**config.mk**
```make
export PLATFORM = sky130hd
export DESIGN_NAME = dttf_fifo
export DESIGN_NICKNAME = d
export VERILOG_FILES = /design/src/dttf_pkg.sv /design/src/dttf_fifo.sv
export SDC_FILE = /design/constraint.sdc
export NUM_CORES = 1
export LEC_CHECK = 0
export ABC_CLOCK_PERIOD_IN_PS = 4500
export BUFFER_PORTS_ARGS = -buffer_cell sky130_fd_sc_hd__buf_2
export CAP_MARGIN = 40
export CORE_MARGIN = 3
export CORE_UTILIZATION = 46
export CTS_BUF_LIST = sky130_fd_sc_hd__clkbuf_16
export DETAILED_ROUTE_END_ITERATION = 7
export HOLD_SLACK_MARGIN = 0.02
export PLACE_DENSITY_LB_ADDON = 0.12
export SLEW_MARGIN = 20
export SYNTH_ARGS = -nofsm -noshare
export SYNTH_HDL_FRONTEND = slang
export SYNTH_SLANG_ARGS = --single-unit
```
**constraint.sdc**
```tcl
create_clock -name clk -period 4.5 [get_ports clk]
set_input_delay 0.45 -clock clk [delete_from_list [all_inputs] [get_ports clk]]
set_output_delay 0.45 -clock clk [all_outputs]
set_load 0.02 [all_outputs]
```
**src/dttf_pkg.sv**
```systemverilog
// ----------------------------------------------------------------------------
// dttf_pkg
// Shared types and constants for the depth-tested triangle fill block.
// ----------------------------------------------------------------------------
package dttf_pkg;

  localparam int COORD_W    = 12;  // vertex column and row
  localparam int ZIN_W      = 16;  // vertex depth, Q2.13
  localparam int COLOR_W    = 8;
  localparam int XW         = 13;  // internal row and column, one bit of headroom
  localparam int VW         = 17;  // interpolated edge value (column or depth)
  localparam int ACC_W      = 34;  // depth with 16 fraction bits, step and dividend
  localparam int DVS_W      = 14;  // divisor of the edge and span divisions
  localparam int LIM_W      = 11;  // visible width or height
  localparam int CFG_DATA_W = 9;
  localparam int CFG_IDX_W  = 1;
  localparam int CMDQ_DEPTH = 2;

  localparam logic [CFG_IDX_W-1:0] REG_SCREEN_COLUMNS = 1'd0;
  localparam logic [CFG_IDX_W-1:0] REG_SCREEN_ROWS    = 1'd1;

  localparam logic [1:0] MODE_CLEAR = 2'd0;
  localparam logic [1:0] MODE_DRAW  = 2'd1;
  localparam logic [1:0] MODE_READ  = 2'd2;

  typedef struct packed {
    logic [1:0]                mode;
    logic signed [COORD_W-1:0] vertex_a_x;
    logic signed [COORD_W-1:0] vertex_a_y;
    logic signed [ZIN_W-1:0]   vertex_a_depth;
    logic signed [COORD_W-1:0] vertex_b_x;
    logic signed [COORD_W-1:0] vertex_b_y;
    logic signed [ZIN_W-1:0]   vertex_b_depth;
    logic signed [COORD_W-1:0] vertex_c_x;
    logic signed [COORD_W-1:0] vertex_c_y;
    logic signed [ZIN_W-1:0]   vertex_c_depth;
    logic [COLOR_W-1:0]        paint_color;
  } in_item_t;

  typedef struct packed {
    logic [COLOR_W-1:0]      pixel_color;
    logic                    pixel_written;
    logic signed [ZIN_W-1:0] pixel_depth;
  } out_item_t;

  // Command after classification: vertices sorted by row, read address kept apart.
  typedef struct packed {
    logic [1:0]                   mode;
    logic [2:0][COORD_W-1:0]      vx;
    logic [2:0][COORD_W-1:0]      vy;
    logic [2:0][ZIN_W-1:0]        vz;
    logic [COLOR_W-1:0]           color;
    logic signed [COORD_W-1:0]    px;
    logic signed [COORD_W-1:0]    py;
  } cmd_t;

  typedef struct packed {
    logic                    start;
    logic signed [ACC_W-1:0] dividend;
    logic signed [DVS_W-1:0] divisor;
  } div_req_t;

  typedef struct packed {
    logic                    done;
    logic signed [ACC_W-1:0] quotient;
  } div_rsp_t;

  typedef enum logic [3:0] {
    ST_IDLE,
    ST_CLEAR,
    ST_READ,
    ST_RDATA,
    ST_ROW,
    ST_LMUL,
    ST_LDIV,
    ST_LWAIT,
    ST_SPAN,
    ST_STEP,
    ST_SWAIT,
    ST_PIX,
    ST_PWR
  } back_state_t;

endpackage

```
**src/dttf_fifo.sv**
```systemverilog
// ----------------------------------------------------------------------------
// dttf_fifo
// Short command queue between the front and the back.
// ----------------------------------------------------------------------------
module dttf_fifo (
  input  logic           clk,
  input  logic           rst,
  input  logic           wr,
  input  dttf_pkg::cmd_t wr_data,
  input  logic           rd,
  output dttf_pkg::cmd_t rd_data,
  output logic           full,
  output logic           empty
);
  import dttf_pkg::*;

  localparam int PW = (CMDQ_DEPTH > 1) ? $clog2(CMDQ_DEPTH) : 1;
  localparam int NW = $clog2(CMDQ_DEPTH + 1);

  cmd_t            entries [CMDQ_DEPTH];
  logic [PW-1:0]   wr_ptr;
  logic [PW-1:0]   rd_ptr;
  logic [NW-1:0]   count;
  logic            do_wr;
  logic            do_rd;

  assign full    = (count == NW'(CMDQ_DEPTH));
  assign empty   = (count == '0);
  assign do_wr   = wr && !full;
  assign do_rd   = rd && !empty;
  assign rd_data = entries[rd_ptr];

  always_ff @(posedge clk) begin
    if (rst) begin
      wr_ptr <= '0;
      rd_ptr <= '0;
      count  <= '0;
    end else begin
      if (do_wr) begin
        wr_ptr <= (wr_ptr == PW'(CMDQ_DEPTH - 1)) ? '0 : wr_ptr + 1'b1;
      end
      if (do_rd) begin
        rd_ptr <= (rd_ptr == PW'(CMDQ_DEPTH - 1)) ? '0 : rd_ptr + 1'b1;
      end
      if (do_wr && !do_rd) begin
        count <= count + 1'b1;
      end else if (do_rd && !do_wr) begin
        count <= count - 1'b1;
      end
    end
  end

  always_ff @(posedge clk) begin
    if (do_wr) begin
      entries[wr_ptr] <= wr_data;
    end
  end

endmodule

```
==> reports/results.ini, run 1 <==
[status]
outcome = completed

[timing]
rsz0062_at_grt = no
setup_viol = 0
final.setup_skew_ns = 0.0127
finalHoldViolCount = 0
layout_min_cycle_time_ns = 2.73
slew_viol_final = 0
tightest_slew_ns = 0.677
max_freq_mhz = 367
period_share = 0.606
tns_ns = 0
max_slew_margin = 0.549

[clocking]
cts_buffer_depth = 3
post_cts_buffers = 0
cts.sinks = 313
clkTransAtPathRegs_ns = 0.06
ctsHtreeMaxLevel = 2
hold_buffers = 0
insertion_delay_ns = 0.49
postCtsResizedCells = 0
root_buffer = clkbuf_16
cts_tree = built
cts_buffers = 34

[setup_path]
r2r_slack_ns = 2.26
worstSetupPathDepth = 4
r2r_cells = 5
worstSetupPathType = register to primary output
critical_path.cell_chain = buf_16, buf_4, mux2_2, buf_2
crit_required_ns = 4.05
slowest_stage = buf_4
worstPathMaxFanout = 47
path_buf_inv = 3
cp.arrival_ns = 2.28
start_kind = register
setup.worst_path.end_class = primary output
cpLargestDelayFamily = buffers and inverters
critPathMaxStageDelay_ns = 0.47

[grt]
track_usage = 0.162
grt_pass1_wl_um = 33400
grt_max_degree = 78
grt_overflow = 0
grt_antenna_before_repair = 11
grt_pass1_vias = 6160

[yosys]
yosysWarnings = 0
muxShareOfSynthArea = 0.169
synth-compound-area-share = 0.00216
yosys.cell_types.count = 15
synthAdderAreaFrac = 0.00108
ys_seq_elements = 313
synth_xor_xnor_area_share = 0.00227
synth_area_um2 = 11600
synth_nets = 663
syn_inst = 504
synth-simple-area-share = 0.00400
avgSynthCellArea_um2 = 22.9
synth_top_family_by_area = multiplexers
seq_area_frac_synth = 0.809

[placed_design]
gp_congestion = 0.773
place_area_um2 = 13500
hpwl_um = 15600
portBuffers = 313

[route]
drt_pass1_iterations = 4
drt-vias-per-instance = 4.94
first_iter_violations = 275
wl_um = 23100
wl_per_cell_um = 19.3
num_vias = 5910
drcViolationCount = 0
ant_nets = 0

[floorplan]
initial_utilization = 0.471
coreArea_um2 = 24500
die_area_um2 = 27100
rows = 57
io_pins = 314
die_w_um = 165
die_h_um = 165

[min_path]
hp-class = input port to register
min_path_cells = 1

[pwr]
leakagePower_uw = 0.00561
powerDensity_nw_per_um2 = 604
peakVddDrop_uv = 388

[cells_and_area]
final_area_um2 = 14600
final_common_cell = buf_2
layout-drive-gt1-share = 0.604
fin_nets = 1003
final_cell_mix = buf_2, edfxtp_1, mux2_2
syn_to_final_growth_pct = 26.6

[job]
drv_cap = 0

==> synthesized netlist by cell type (all sizes together) <==
cell type | instances | area, µm²
edfxtp | 308 | 9250
mux2 | 154 | 1960
buf | 17 | 135
dfxtp | 5 | 100
nor2 | 5 | 18.8
o21ai | 3 | 15.0
xor2 | 3 | 26.3
a21oi | 2 | 10.0
inv | 2 | 7.51
or3 | 2 | 12.5
and2 | 1 | 6.26
ha | 1 | 12.5
nor2b | 1 | 8.76
==> metal layers <==
metal / routed length [µm] / up-vias / global-route usage
li1: - / 2703 / -
met1: 8960 / 2893 / 0.197
met2: 11100 / 248 / 0.262
met3: 2370 / 52 / 0.0647
met4: 643 / 14 / 0.0579
met5: 92 / - / 0
==> cell families (layout without fill, tap and decap cells) <==
kind of cell | count (synthesis) | count (layout)
flip-flops | 313 | 313
XOR/XNOR | 3 | 3
AO/OA/AOI/OAI | 5 | 5
buffers and inverters | 19 | 384
multiplexers | 154 | 154
adder cells (fa/ha/maj) | 1 | 1
other | 0 | 4
AND/OR/NAND/NOR | 9 | 9
==> where the power goes <==
group          switching [µW]  total [µW]  internal [µW]
Clock                    1040        2630           1590
Sequential                105        3770           3660
Combinational            1430        2440           1010
Total                    2570        8840           6270
==> registers in the layout (all words and copies together), names as in the netlist, named ones only <==
register	cells
wr_ptr	1
count	2
rd_ptr	1
entries	308
==> final cells by class <==
type,instances,area (µm²)
diodes,4,10.0
clock buffers,37,926
clock inverters,24,159
fillers,1845,9890
inverters,2,12.5
multi-input cells,172,2070
flip-flops and latches,313,9350
well taps,324,405
repair buffers,321,1700
==> worst paths after layout <==
check                   start        endpoint
setup / recovery     register    rd_data[132]
hold / removal    wr_data[18]  entries[0][18]
setup reg to reg     count[0]  entries[0][95]
hold reg to reg        wr_ptr          wr_ptr
==> stage by stage <==
stage               std cells  total power (µW)  hold slack [ns]  setup WS, ns  utilization
finish                   1197              8840            0.141          1.77        0.597
global route             1197              9230            0.115          1.67        0.597
CTS                      1192              8940            0.118          1.49        0.595
detailed placement       1131              6280            0.482          2.03        0.551
global placement         1130              6230            0.470          2.05        0.550
floorplan                 504              5570            0.452         0.156            -
Note: power is estimated with default switching activity, not from simulation.
==> run 2: changes to the inputs <==
Settings changed: ABC_CLOCK_PERIOD_IN_PS 4500 to 2500.
Clock period 4.5 ns to 2.5 ns, I/O delays scaled along.
==> run 2 against run 1 <==
Via count grew 9.9%. Sequential power grew 81%. Power grew 83%. Die area is the same. Worst setup slack lost 1.6 ns. Register-to-register slack lost 1.6 ns. Cell area grew 11%. Non-clock buffer count grew 155. First-iteration DRC count grew 26%. Hold slack gained 0.018 ns. Count of clock-buffer cells in the layout is the same.
==> reports/results.ini, run 2 (synthesis results as in run 1) <==
[status]
outcome = completed  ; unchanged

[grt]
grt_pass1_wl_um = 36700  ; was 33400 µm
grt_overflow = 0  ; unchanged
met3_usage = 0.0474  ; was 0.0647
grt_use_met1 = 0.213  ; was 0.197
busiest_layer = met2  ; unchanged
grt_max_degree = 102  ; was 78
grt_pass1_vias = 6948  ; was 6160
grt_antenna_before_repair = 0  ; was 11
track_usage = 0.175  ; was 0.162
use_met2 = 0.306  ; was 0.262

[timing]
final.setup_skew_ns = 0.0134  ; was 0.0127 ns
slew_viol_final = 0  ; unchanged
hold_ws_ns = 0.160  ; was 0.141 ns
period_share = 0.934
finalHoldViolCount = 0  ; unchanged
tightest_slew_ns = 0.659  ; was 0.677 ns
setup_viol = 0  ; unchanged
layout_min_cycle_time_ns = 2.34
worst_slack_ns = 0.165  ; was 1.77 ns
max_slew_margin = 0.561  ; was 0.549
rsz0062_at_grt = no  ; unchanged
tns_ns = 0  ; unchanged
max_freq_mhz = 428

[clocking]
cts_buffers = 34  ; unchanged
cts_tree = built  ; unchanged
insertion_delay_ns = 0.49  ; about the same
root_buffer = clkbuf_16  ; unchanged
ctsHtreeMaxLevel = 2  ; unchanged
postCtsResizedCells = 0  ; unchanged
clkTransAtPathRegs_ns = 0.06  ; about the same
cts.sinks = 313  ; unchanged
cts_buffer_depth = 3  ; unchanged

[route]
first_iter_violations = 347  ; was 275
drcViolationCount = 0  ; unchanged
ant_nets = 0  ; unchanged
num_vias = 6494  ; was 5910
wl_per_cell_um = 18.1  ; was 19.3 µm
wl_um = 24400  ; was 23100 µm
drt_pass1_iterations = 4  ; unchanged
drt-vias-per-instance = 4.82  ; was 4.94

[pwr]
clkPwrFrac = 0.296  ; was 0.297
powerDensity_nw_per_um2 = 998  ; was 604 nW/µm²
p_seq_frac = 0.423  ; was 0.426
power_frac_comb = 0.281  ; was 0.276
switching_share = 0.287  ; was 0.291
switchingPower_uw = 4650  ; was 2570 µW
total_power_uw = 16200  ; was 8840 µW
peakVddDrop_uv = 614  ; was 388 µV
leakagePower_uw = 0.00624  ; was 0.00561 µW
intPower_uw = 11500  ; was 6270 µW

[setup_path]
setup.worst_path.end_class = primary output  ; unchanged
critical_path.cell_chain = buf_4, mux2_2, buf_2  ; was buf_16, buf_4, mux2_2, buf_2
slowest_stage = dfxtp_4  ; was buf_4
worstSetupPathType = register to primary output  ; unchanged
cpLargestDelayFamily = flip-flops  ; was buffers and inverters
start_kind = register  ; unchanged
cp.arrival_ns = 2.09  ; was 2.28 ns
critPathMaxStageDelay_ns = 0.61  ; was 0.47 ns
crit_required_ns = 2.25  ; was 4.05 ns
r2r-start = count[1]  ; was count[0]
path_buf_inv = 2  ; was 3
worstPathMaxFanout = 27  ; was 47

[min_path]
min-delay-start = wr  ; was wr_data[18]
hp-class = input port to register  ; unchanged

[placed_design]
hpwl_um = 15400  ; was 15600 µm
gp_congestion = 0.800  ; was 0.773
place_area_um2 = 13600  ; was 13500 µm²
preCtsSetupSlack_ns = 0.673  ; was 2.03 ns
portBuffers = 313  ; unchanged

[cells_and_area]
final_cell_mix = buf_2, edfxtp_1, dlygate4sd3_1  ; was buf_2, edfxtp_1, mux2_2
nFillCells = 1715  ; was 1845
fin_nets = 1158  ; was 1003
layout-drive-gt1-share = 0.511  ; was 0.604
final_common_cell = buf_2  ; unchanged
syn_to_final_growth_pct = 40.2  ; was 26.6%
final_area_um2 = 16200  ; was 14600 µm²
largest_reg_flops = 308  ; unchanged
top_regs = entries (308), count (2)  ; unchanged
regMostFlops = entries  ; unchanged

[job]
drv_cap = 0  ; unchanged

[floorplan]
coreArea_um2 = 24500  ; unchanged
die_area_um2 = 27100  ; unchanged
die_w_um = 165  ; unchanged
rows = 57  ; unchanged
die_h_um = 165  ; unchanged
io_pins = 314  ; unchanged
initial_utilization = 0.471  ; unchanged

==> run 2: changes by cell type in the layout (fill, tap and decap cells not counted), sizes merged <==
cell,before,now
dlygate4sd3,0,155
diode,4,1
inv,10,7
clkinvlp,0,2
bufinv,2,3
clkinv,14,13
==> run 2: layout make-up <==
cell class | count | area (µm²) | area share
clock buffers | 37 | 926 | 0.0571
diodes | 1 | 2.50 | 0.000154
repair buffers | 476 | 3250 | 0.201
well taps | 324 | 405 | 0.0250
multi-input cells | 172 | 2080 | 0.128
clock inverters | 23 | 169 | 0.0104
inverters | 2 | 11.3 | 0.000695
flip-flops and latches | 313 | 9360 | 0.577
==> run 2: stage by stage <==
stage | util | std cells
floorplan | - | 504
global route | 0.660 | 1347
detailed placement | 0.553 | 1132
CTS | 0.660 | 1347
global placement | 0.553 | 1132
finish | 0.660 | 1348
==> run 2: worst min-delay path: stages <==
cell	delay [ns]
buf_2	0.08
inv_1	0.05
o21ai_0	0.15
a21oi_1	0.07
==> run 2: final timing paths <==
check,end,slack [ns],depth (start not counted)
max,rd_data[140],0.16,3
min,wr_ptr,0.16,4
max reg2reg,entries[0][103],0.70,4
min reg2reg,wr_ptr,0.50,2
==> run 2: timing repair <==
action | 4_1_cts | 5_1_grt
hold buffers | 155 | 0
buffers inserted | 0 | 0
setup endpoints to repair | 0 | 0
hold endpoints to repair | 313 | 0
==> run 2: per-layer routing <==
| layer | share of wire | vias to the layer above | wire length [µm] |
|---|---|---|---|
| met5 | 0 | - | 0 |
| met4 | 0.024 | 0 | 576 |
| met3 | 0.076 | 43 | 1850 |
| met2 | 0.51 | 267 | 12500 |
| met1 | 0.39 | 3178 | 9440 |
| li1 | - | 3006 | - |
==> run 2: power by group through the flow <==
stage | Combinational (µW) | Clock, µW | Sequential (µW)
2_1_floorplan | 3140 | 0 | 6870
3_3_place_gp | 4350 | 0 | 6920
3_5_place_dp | 4400 | 0 | 6950
4_1_cts | 4610 | 4910 | 6850
5_1_grt | 4830 | 5140 | 6910
6_report | 4540 | 4790 | 6840
